## config.mk

```make
export PLATFORM = sky130hd
export DESIGN_NAME = sof_length_checksum_deframer
export DESIGN_NICKNAME = d
export VERILOG_FILES = /design/src/rtl/sofd_pkg.sv /design/src/rtl/sofd_cell.sv /design/src/rtl/sof_length_checksum_deframer.sv
export SDC_FILE = /design/constraint.sdc
export NUM_CORES = 1
export LEC_CHECK = 0
export BUFFER_PORTS_ARGS = -buffer_cell sky130_fd_sc_hd__buf_2
export CORE_MARGIN = 2
export CORE_UTILIZATION = 56
export DETAILED_ROUTE_END_ITERATION = 16
export HOLD_SLACK_MARGIN = 0.1
export PLACE_DENSITY_LB_ADDON = 0.08
export SLEW_MARGIN = 40
export SYNTH_ARGS = -nofsm -noshare
export SYNTH_HDL_FRONTEND = slang
export SYNTH_SLANG_ARGS = --single-unit
```

## constraint.sdc

```tcl
create_clock -name clk -period 15.3 [get_ports clk]
set_input_delay 4.59 -clock clk [delete_from_list [all_inputs] [get_ports clk]]
set_output_delay 4.59 -clock clk [all_outputs]
set_load 0.03 [all_outputs]
```

## src/rtl/sofd_pkg.sv

```systemverilog
package sofd_pkg;

  localparam int unsigned MAX_FRAME_DEF = 32;
  localparam int unsigned BYTE_W        = 8;
  localparam int unsigned INDEX_W       = 5;
  localparam int unsigned OUT_TDATA_W   = 16;
  localparam int unsigned CFG_INDEX_W   = 2;

  // Frame layout: two start bytes, length, type, payload, checksum.
  localparam int unsigned HEADER_BYTES  = 4;
  localparam int unsigned FRAME_EXTRA   = 3;
  localparam int unsigned NON_PAYLOAD   = 5;
  localparam int unsigned MIN_LENGTH    = 3;

  localparam logic [BYTE_W-1:0] SOF_FIRST_RST  = 8'h5A;
  localparam logic [BYTE_W-1:0] SOF_SECOND_RST = 8'hA5;
  localparam logic [BYTE_W-1:0] FRAME_TYPE_RST = 8'hAA;

  localparam logic [CFG_INDEX_W-1:0] REG_SOF_FIRST  = 2'd0;
  localparam logic [CFG_INDEX_W-1:0] REG_SOF_SECOND = 2'd1;
  localparam logic [CFG_INDEX_W-1:0] REG_FRAME_TYPE = 2'd2;

  typedef enum logic [2:0] {
    ST_SOF_FIRST,
    ST_SOF_SECOND,
    ST_LENGTH,
    ST_TYPE,
    ST_BODY
  } parse_state_t;

  // Per-cell control: capture a payload byte, load the output stage, shift it.
  typedef struct packed {
    logic wr_en;
    logic load;
    logic shift;
  } cell_ctl_t;

endpackage

```

## src/rtl/sofd_cell.sv

```systemverilog
module sofd_cell
  import sofd_pkg::*;
(
  input  logic              clk,
  input  cell_ctl_t         ctl,
  input  logic [BYTE_W-1:0] wr_byte,
  input  logic [BYTE_W-1:0] nbr_byte,
  output logic [BYTE_W-1:0] out_byte
);

  logic [BYTE_W-1:0] cap_r;
  logic [BYTE_W-1:0] out_r;

  always_ff @(posedge clk) begin
    if (ctl.wr_en) begin
      cap_r <= wr_byte;
    end
    // The output stage is loaded from the capture stage when a frame passes,
    // then walks one cell toward the output per delivered beat.
    if (ctl.load) begin
      out_r <= cap_r;
    end else if (ctl.shift) begin
      out_r <= nbr_byte;
    end
  end

  assign out_byte = out_r;

endmodule

```

## src/rtl/sof_length_checksum_deframer.sv

```systemverilog
// Start-of-frame / length / checksum deframer.
// Input channel (in_*): one received byte per beat in in_tdata. The block
// hunts for two start bytes, a length byte L, a type byte, L-2 payload bytes
// and an 8-bit additive checksum over all bytes before it.
// Output channel (out_*): for a frame with a good checksum, every payload
// byte as one beat, with its payload position; out_tlast marks the final one.
// Configuration (cfg_*): index 0 first start byte, 1 second start byte,
// 2 frame type byte; cfg_ready is always high. Other indexes are ignored.
// Throughput: one input byte per cycle. The payload sits in a row of cells;
// on a checksum beat that matches, it is copied into the cells' output stages
// and shifted out one beat per cycle while out_tready is high, first result
// in the cycle after the checksum beat. The input stalls only on a checksum
// beat while the previous frame's payload is still draining, so a stalled
// receiver holds the row and then the input. Reset: hunt restarts at the first
// start byte, registers take their defaults, nothing is pending on the output.
module sof_length_checksum_deframer
  import sofd_pkg::*;
#(
  parameter int unsigned MAX_FRAME = MAX_FRAME_DEF
) (
  input  logic                   clk,
  input  logic                   rst_n,
  input  logic                   in_tvalid,
  output logic                   in_tready,
  input  logic [BYTE_W-1:0]      in_tdata,   // [7:0] rx_byte
  output logic                   out_tvalid,
  input  logic                   out_tready,
  output logic [OUT_TDATA_W-1:0] out_tdata,  // [7:0] payload_byte, [12:8] payload_index
  output logic                   out_tlast,
  input  logic                   cfg_valid,
  output logic                   cfg_ready,
  input  logic [CFG_INDEX_W-1:0] cfg_index,
  input  logic [BYTE_W-1:0]      cfg_data
);

  localparam int unsigned DEPTH = MAX_FRAME - NON_PAYLOAD;
  localparam int unsigned PW    = $clog2(MAX_FRAME + 1);
  localparam int unsigned CW    = $clog2(DEPTH + 1);

  logic [BYTE_W-1:0] sof_first_r;
  logic [BYTE_W-1:0] sof_second_r;
  logic [BYTE_W-1:0] frame_type_r;

  parse_state_t      state_r, state_nxt;
  logic [PW-1:0]     pos_r, pos_nxt;
  logic [PW-1:0]     len_r, len_nxt;
  logic [BYTE_W-1:0] sum_r, sum_nxt;
  logic [CW-1:0]     cnt_r, cnt_nxt;
  logic [CW-1:0]     idx_r, idx_nxt;

  logic              in_fire;
  logic              out_fire;
  logic              at_check;
  logic              wr_en;
  logic              load;
  logic [PW-1:0]     wr_idx;
  logic [8:0]        len_plus;
  logic [CW+4:0]     idx_ext;
  logic [BYTE_W-1:0] chain [DEPTH+1];

  assign cfg_ready = 1'b1;

  always_ff @(posedge clk) begin
    if (!rst_n) begin
      sof_first_r  <= SOF_FIRST_RST;
      sof_second_r <= SOF_SECOND_RST;
      frame_type_r <= FRAME_TYPE_RST;
    end else if (cfg_valid) begin
      unique case (cfg_index)
        REG_SOF_FIRST:  sof_first_r  <= cfg_data;
        REG_SOF_SECOND: sof_second_r <= cfg_data;
        REG_FRAME_TYPE: frame_type_r <= cfg_data;
        default: ;
      endcase
    end
  end

  assign at_check  = (state_r == ST_BODY) && (pos_r == len_r - PW'(1));
  assign in_tready = !(at_check && (cnt_r != '0));
  assign in_fire   = in_tvalid && in_tready;
  assign out_tvalid = (cnt_r != '0);
  assign out_fire   = out_tvalid && out_tready;
  assign len_plus   = {1'b0, in_tdata} + 9'(FRAME_EXTRA);
  assign wr_idx     = pos_r - PW'(HEADER_BYTES);

  always_ff @(posedge clk) begin
    if (!rst_n) begin
      state_r <= ST_SOF_FIRST;
      pos_r   <= '0;
      len_r   <= '0;
      sum_r   <= '0;
      cnt_r   <= '0;
      idx_r   <= '0;
    end else begin
      state_r <= state_nxt;
      pos_r   <= pos_nxt;
      len_r   <= len_nxt;
      sum_r   <= sum_nxt;
      cnt_r   <= cnt_nxt;
      idx_r   <= idx_nxt;
    end
  end

  always_comb begin
    state_nxt = state_r;
    pos_nxt   = pos_r;
    len_nxt   = len_r;
    sum_nxt   = sum_r;
    wr_en     = 1'b0;
    load      = 1'b0;
    if (in_fire) begin
      unique case (state_r)
        ST_SOF_FIRST: begin
          if (in_tdata == sof_first_r) begin
            state_nxt = ST_SOF_SECOND;
            sum_nxt   = in_tdata;
          end
        end
        ST_SOF_SECOND: begin
          if (in_tdata == sof_second_r) begin
            state_nxt = ST_LENGTH;
            sum_nxt   = sum_r + in_tdata;
          end else begin
            state_nxt = ST_SOF_FIRST;
            sum_nxt   = '0;
          end
        end
        ST_LENGTH: begin
          // A frame too short to carry a payload byte, or too long for the store,
          // is treated like a bad start byte.
          if (in_tdata >= BYTE_W'(MIN_LENGTH) && len_plus <= 9'(MAX_FRAME)) begin
            state_nxt = ST_TYPE;
            len_nxt   = len_plus[PW-1:0];
            sum_nxt   = sum_r + in_tdata;
          end else begin
            state_nxt = ST_SOF_FIRST;
            sum_nxt   = '0;
            len_nxt   = '0;
          end
        end
        ST_TYPE: begin
          if (in_tdata == frame_type_r) begin
            state_nxt = ST_BODY;
            pos_nxt   = PW'(HEADER_BYTES);
            sum_nxt   = sum_r + in_tdata;
          end else begin
            state_nxt = ST_SOF_FIRST;
            sum_nxt   = '0;
            len_nxt   = '0;
          end
        end
        ST_BODY: begin
          if (at_check) begin
            load      = (in_tdata == sum_r);
            state_nxt = ST_SOF_FIRST;
            pos_nxt   = '0;
            len_nxt   = '0;
            sum_nxt   = '0;
          end else begin
            wr_en   = 1'b1;
            sum_nxt = sum_r + in_tdata;
            pos_nxt = pos_r + PW'(1);
          end
        end
        default: begin
          state_nxt = ST_SOF_FIRST;
        end
      endcase
    end
  end

  // A load only happens while the output row is empty, so it never meets a shift.
  always_comb begin
    cnt_nxt = cnt_r;
    idx_nxt = idx_r;
    if (load) begin
      cnt_nxt = CW'(len_r - PW'(NON_PAYLOAD));
      idx_nxt = '0;
    end else if (out_fire) begin
      cnt_nxt = cnt_r - CW'(1);
      idx_nxt = idx_r + CW'(1);
    end
  end

  assign chain[DEPTH] = '0;

  for (genvar i = 0; i < DEPTH; i++) begin : g_cell
    cell_ctl_t ctl;
    assign ctl.wr_en = wr_en && (wr_idx == PW'(i));
    assign ctl.load  = load;
    assign ctl.shift = out_fire;

    sofd_cell u_cell (
      .clk      (clk),
      .ctl      (ctl),
      .wr_byte  (in_tdata),
      .nbr_byte (chain[i+1]),
      .out_byte (chain[i])
    );
  end

  assign idx_ext   = {5'b0, idx_r};
  assign out_tdata = {3'b0, idx_ext[INDEX_W-1:0], chain[0]};
  assign out_tlast = (cnt_r == CW'(1));

endmodule

```

==> impl_results.md, run 1 <==
- Worst Path Required: 15480 ps
- Fin nets: 1669
- Largest net degree at the start of global routing: 120
- Initial antenna violation count: 0
- CP Capture Type: flop
- Worst Max-Slew Pin Slew: 815 ps
- Post-CTS Hold Buffers: 0
- Vias: 11200
- Layout area overhead: 10.8%
- RePlAce Congestion: 0.767
- Critical setup path kind: in2reg
- Setup crit start kind: input port
- Post-CTS setup buffer count: 0
- Clock root cell: clkbuf_16
- Arrival time at the worst endpoint: 8740 ps
- Asr flop ratio synth: 0%
- Post-synthesis average cell area: 12.2 sq um
- Mapped Cells: 1600
- Fmax: 0.117 GHz
- H-tree levels: 2
- Hold Path Class: reg2reg
- Synth warn: 0
- Status: finished, final reports clean
- Core area: 34500 sq um
- Initial DRC Count: 803
- Final slew viol count: 0
- Die extent in x: 191 um
- ANT nets after route: 0
- Layout cells sized above 1: 9.50%
- Clk buf depth: 3
- FP Rows: 68
- Clock slew at reported path FFs: 60 ps
- Rel. slew slack: 45.4%
- Drt pass-1 iters: 5
- Finish-stage setup viols: 0
- PostCTS Resize Cnt: 0
- Avg WL per Cell: 17.4 um
- Peak VDD IR: 0.0963 mV
- Critical Path Fanout Max: 82
- DP Wirelength: 20.1 mm
- Maximum capacitance violations: 0
- CTS tree: built
- I/O pin count: 43
- Setup_tns: 0 ps
- Post-synthesis sequential area ratio: 72.1%
- Clock sink count: 489
- PwrDens: 161 nW/um^2
- Number of global-route vias before repair: 11200
- Clk_skew: 14.0 ps
- Main flop type after synthesis: edfxtp_1
- Initial Utilization: 56.8%
- Post-Route WL: 36.8 mm
- Number of synthesized flops with an enable pin: 432
- TritonCTS Buffers: 50
- Unique masters post-synth: 58
- Finished Cell Area: 21700 sq um
- Total gr overflow: 0
- Port Buffers: 38
- Die area: 36400 sq um
- Clk Latency, worst-skew pair: 560 ps
- Final core area utilization: 62.9%
- First-pass GRT wire length: 58.8 mm
- Min Hold Slack: 469 ps
- Remaining DRCs: 0
- Die Y: 191 um
- Post-route minimum period: 8560 ps
- Pwr Total: 0.00349 W
- Vias/cell: 5.28
- Final period util: 55.9%
- Antenna diodes: 0
- Syn Std Cell Area: 19600 sq um
- Placed Area: 20000 sq um
- RSZ-0062 raised after global routing: false
- GRT Util Overall: 20.8%
- #FFs+latches synth: 489
- P_leak: 8.25 nW
- Final Hold Vio Count: 0
[synthesized netlist by cell type, drive strengths merged (4+ instances only)]
cell / n / area share, %
edfxtp: 432 / 66
inv: 14 / 0.27
ha: 18 / 1.2
dfxtp: 57 / 5.8
a21oi: 29 / 0.74
o21ai: 16 / 0.41
mux2i: 19 / 0.97
nand3: 20 / 0.51
nand4: 5 / 0.19
nor3b: 4 / 0.20
clkbuf: 23 / 0.44
and2: 14 / 0.45
nor2: 59 / 1.1
buf: 59 / 2.3
nor4: 9 / 0.40
a22oi: 6 / 0.23
and3: 5 / 0.16
xnor2: 28 / 1.3
or4: 5 / 0.19
nor3: 8 / 0.23
nand3b: 4 / 0.15
xor2: 30 / 1.3
nor2b: 10 / 0.32
nand2b: 8 / 0.26
nand2: 685 / 13
[power breakdown]
part / switching [W] / internal [W]
registers: 0.0000623 / 0.00179
clock network: 0.000492 / 0.000714
logic: 0.000320 / 0.000105
total: 0.000874 / 0.00261
[worst max-delay path: stages]
cell	delay (ps)
buf_2	70
buf_4	470
ha_1	380
or4_1	610
or4_4	720
nand2_4	510
buf_4	610
buf_6	670
[per-layer routing]
layer  global-route usage (%)  vias to the layer above  routed length (um)
met2                     34.8                      189               18200
met5                        0                        -                   0
met4                     7.04                        0                 942
met1                     28.1                     5422               16400
met3                     2.90                       79                1270
li1                         -                     5492                   -
[metrics by stage]
| step | instances | setup WS (ps) |
|---|---|---|
| 3_5_place_dp | 2029 | 5910 |
| 3_3_place_gp | 2028 | 5720 |
| 4_1_cts | 2118 | 6490 |
| 6_report | 2119 | 6740 |
| 2_1_floorplan | 1602 | 3790 |
| 5_1_grt | 2119 | 6490 |
[cells by family after synthesis]
family                   Yosys count  synth area share, %
buffers and inverters             97                 3.02
adder cells (fa/ha/maj)           19                 1.25
AND/OR/NAND/NOR                  842                 17.6
flip-flops                       489                 72.1
XOR/XNOR                          58                 2.60
other                              2               0.0384
AO/OA/AOI/OAI                     74                 2.38
multiplexers                      19                0.972
[layout by cell type, fill, tap and decap left out, drive strengths merged, types with 8 or more instances in the layout]
cell | netlist | final
nand2 | 685 | 685
edfxtp | 432 | 432
nor2 | 59 | 59
dfxtp | 57 | 57
clkbuf | 23 | 56
buf | 59 | 55
xor2 | 30 | 30
a21oi | 29 | 29
xnor2 | 28 | 28
nand3 | 20 | 20
mux2i | 19 | 19
clkinv | 1 | 19
ha | 18 | 18
inv | 14 | 17
o21ai | 16 | 16
and2 | 14 | 14
nor2b | 10 | 10
nor4 | 9 | 9
nand2b | 8 | 8
nor3 | 8 | 8
[flip-flops by register name (all words and copies together) (netlist names)]
| name | count |
|---|---|
| sof_first_r | 8 |
| frame_type_r | 8 |
| sof_second_r | 8 |
| idx_r | 5 |
| sum_r | 8 |
| state_r | 3 |
| g_cell.u_cell.cap_r | 216 |
| pos_r | 6 |
| cnt_r | 5 |
| len_r | 6 |
| g_cell.u_cell.out_byte | 216 |
[final cells by class]
cell class,instances,area [sq um]
clock inverter,33,332
multi-input combinational,1016,4930
timing repair buffer,55,378
clock buffer,56,1310
fill,2712,12800
tap,455,569
inverter,15,56.3
sequential,489,14100
[final timing paths]
kind | from | to | slack, ps | cells past startpoint
max | in_tdata[5] | g_cell[8].u_cell.out_byte[7]$_DFFE_PP_ | 6740 | 8
min | sof_second_r[1]$_SDFFE_PN0P_ | sof_second_r[1]$_SDFFE_PN0P_ | 470 | 2
max reg2reg | len_r[0]$_SDFFE_PN0P_ | g_cell[8].u_cell.out_byte[7]$_DFFE_PP_ | 10140 | 10
min reg2reg | sof_second_r[1]$_SDFFE_PN0P_ | sof_second_r[1]$_SDFFE_PN0P_ | 470 | 2
Power figures use the tool's default switching activity.
==> inputs of run 2 (changes only) <==
==> constraint.sdc (replaced) <==
create_clock -name clk -period 6.9 [get_ports clk]
set_input_delay 2.07 -clock clk [delete_from_list [all_inputs] [get_ports clk]]
set_output_delay 2.07 -clock clk [all_outputs]
set_load 0.03 [all_outputs]
==> run 2 against run 1 <==
  * Worst hold slack got worse by 3.5 ps
  * Via count about the same
  * Clock power increased by 110%
  * Sequential cell count unchanged
  * First-iteration DRC count decreased by 13%
  * Largest cell class unchanged
  * Largest power group unchanged
  * Global-route usage increased by 0.58 points
  * Core utilization decreased by 0.051 points
  * Cell count increased by 0.14%
  * Setup slack got worse by 4600 ps
  * Sequential share of layout area increased by 0.053 points
  * Clock skew increased by 2.9 ps
==> impl_results.md, run 2 (synthesis gave the netlist of run 1 again) <==
- Final slew viol count: 0
- P_leak: 8.25 nW
- Port Buffers: 38
- Reg2reg start: len_r[0]$_SDFFE_PN0P_
- Critical Path Fanout Max: 85
- Drt pass-1 iters: 5
- RePlAce Congestion: 0.764
- Core area: 34500 sq um
- Peak VDD IR: 0.297 mV
- Die Y: 191 um
- Remaining DRCs: 0
- Commonest non-fill, non-tap cell in the layout: nand2_1
- Rel. slew slack: 46.1%
- ANT nets after route: 0
- Fin nets: 1674
- Layout area overhead: 10.7%
- Total gr overflow: 0
- Largest net degree at the start of global routing: 125
- Register area: 14100 sq um
- Worst Max-Slew Pin Slew: 806 ps
- Number of global-route vias before repair: 10900
- # placed instances: 2035
- Finish-stage setup viols: 0
- Worst Path Required: 7170 ps
- Post-route minimum period: 4790 ps
- Die area: 36400 sq um
- Setup_tns: 0 ps
- I/O pin count: 43
- Slowest cell on crit path: or4_1
- H-tree levels: 2
- Comb pwr share: 12.7%
- Status: finished, final reports clean
- Post-CTS Hold Buffers: 0
- Initial DRC Count: 696
- Avg WL per Cell: 17.8 um
- Buf/Inv on CP: 2
- Cell family with most CP delay: simple AND/OR/NAND/NOR gates
- First-pass GRT wire length: 59.6 mm
- Setup crit start kind: input port
- Clock root cell: clkbuf_16
- Final std cells w/o fill: 2122
- Clock slew at reported path FFs: 60 ps
- Post-Route WL: 37.7 mm
- Antenna diodes: 0
- Clock power share: 33.5%
- Maximum capacitance violations: 0
- Vias/cell: 5.27
- Clk Latency, worst-skew pair: 590 ps
- Final period util: 69.5%
- Initial antenna violation count: 1
- Critical setup path kind: in2reg
- Multi-input gate area: 4940 sq um
- Hold Crit Start: sof_second_r[3]$_SDFFE_PN0P_
- CP peak stage delay: 660 ps
- FP Rows: 68
- Clock sink count: 489
- Setup crit start: in_tdata[2]
- Int Pwr: 0.00571 W
- Switch Pwr: 0.00195 W
- CTS tree: built
- Clk_skew: 16.9 ps
- GRT Util Overall: 21.3%
- Layout cells sized above 1: 9.24%
- Clk buf depth: 3
- Sw frac: 25.5%
- Initial Utilization: 56.8%
- PostCTS Resize Cnt: 0
- Crit-path most repeated cell: buf_4
- Arrival time at the worst endpoint: 5060 ps
- Final Hold Vio Count: 0
- DP Wirelength: 21.5 mm
- Sequential share of power: 53.8%
- Most frequent cells in the layout: 684 x nand2_1, 432 x edfxtp_1, 57 x dfxtp_1
- Vias: 11200
- Die extent in x: 191 um
- TritonCTS Buffers: 50
- Fmax: 0.209 GHz
- RSZ-0062 raised after global routing: false
- Post-CTS setup buffer count: 0
- CP cell instances: buf_4 > ha_1 > or4_1 > or4_4 > nand2_8 > buf_4
- Hold Path Class: reg2reg
- Pwr Total: 0.00767 W
- CP Capture Type: flop
- Fill cell count: 2699
- PwrDens: 354 nW/um^2
## run 2: power by group through the flow
stage                     Clock [W]  Combinational, W  Sequential, W
after floorplan                   0          0.000676        0.00417
after global placement            0          0.000972        0.00418
after detailed placement          0          0.000998        0.00419
after CTS                   0.00263          0.000999        0.00413
after global routing        0.00273           0.00112        0.00417
final                       0.00256          0.000975        0.00413
## run 2: cell type report
class	count	share of cell area, %
flip-flops and latches	489	65.1
multi-input cells	1016	22.8
clock buffers	56	5.88
well taps	455	2.63
repair buffers	60	2.03
clock inverters	31	1.25
inverters	15	0.260
## run 2: layer usage
metal / vias up / GRT usage (%) / routed length, um
li1: 5491 / - / -
met1: 5449 / 29.4 / 16800
met2: 183 / 35.5 / 18700
met3: 60 / 2.97 / 1360
met4: 0 / 6.56 / 828
met5: - / 0 / 0
## run 2: path summary, 6_finish.rpt
| path | to | cells past startpoint | slack (ps) |
|---|---|---|---|
| min reg2reg | sof_second_r[3]$_SDFFE_PN0P_ | 2 | 470 |
| min | sof_second_r[3]$_SDFFE_PN0P_ | 2 | 470 |
| max | g_cell[17].u_cell.out_byte[0]$_DFFE_PP_ | 6 | 2110 |
| max reg2reg | g_cell[17].u_cell.out_byte[0]$_DFFE_PP_ | 9 | 2970 |
## run 2: through the flow
step	hold WS (ps)	instance area [sq um]	utilization (%)	worst slack, ps
after global placement	454	20000	58.2	1250
after detailed placement	459	20100	58.3	1210
after global routing	494	21700	62.9	1960
final	465	21700	62.9	2110
after floorplan	446	19600	-	1140
after CTS	468	21600	62.8	1820
## run 2: tightest hold or removal path: stages, from the launching register on
cell	delay (ps)
dfxtp_1	310
nand2_1	50
a21oi_1	50
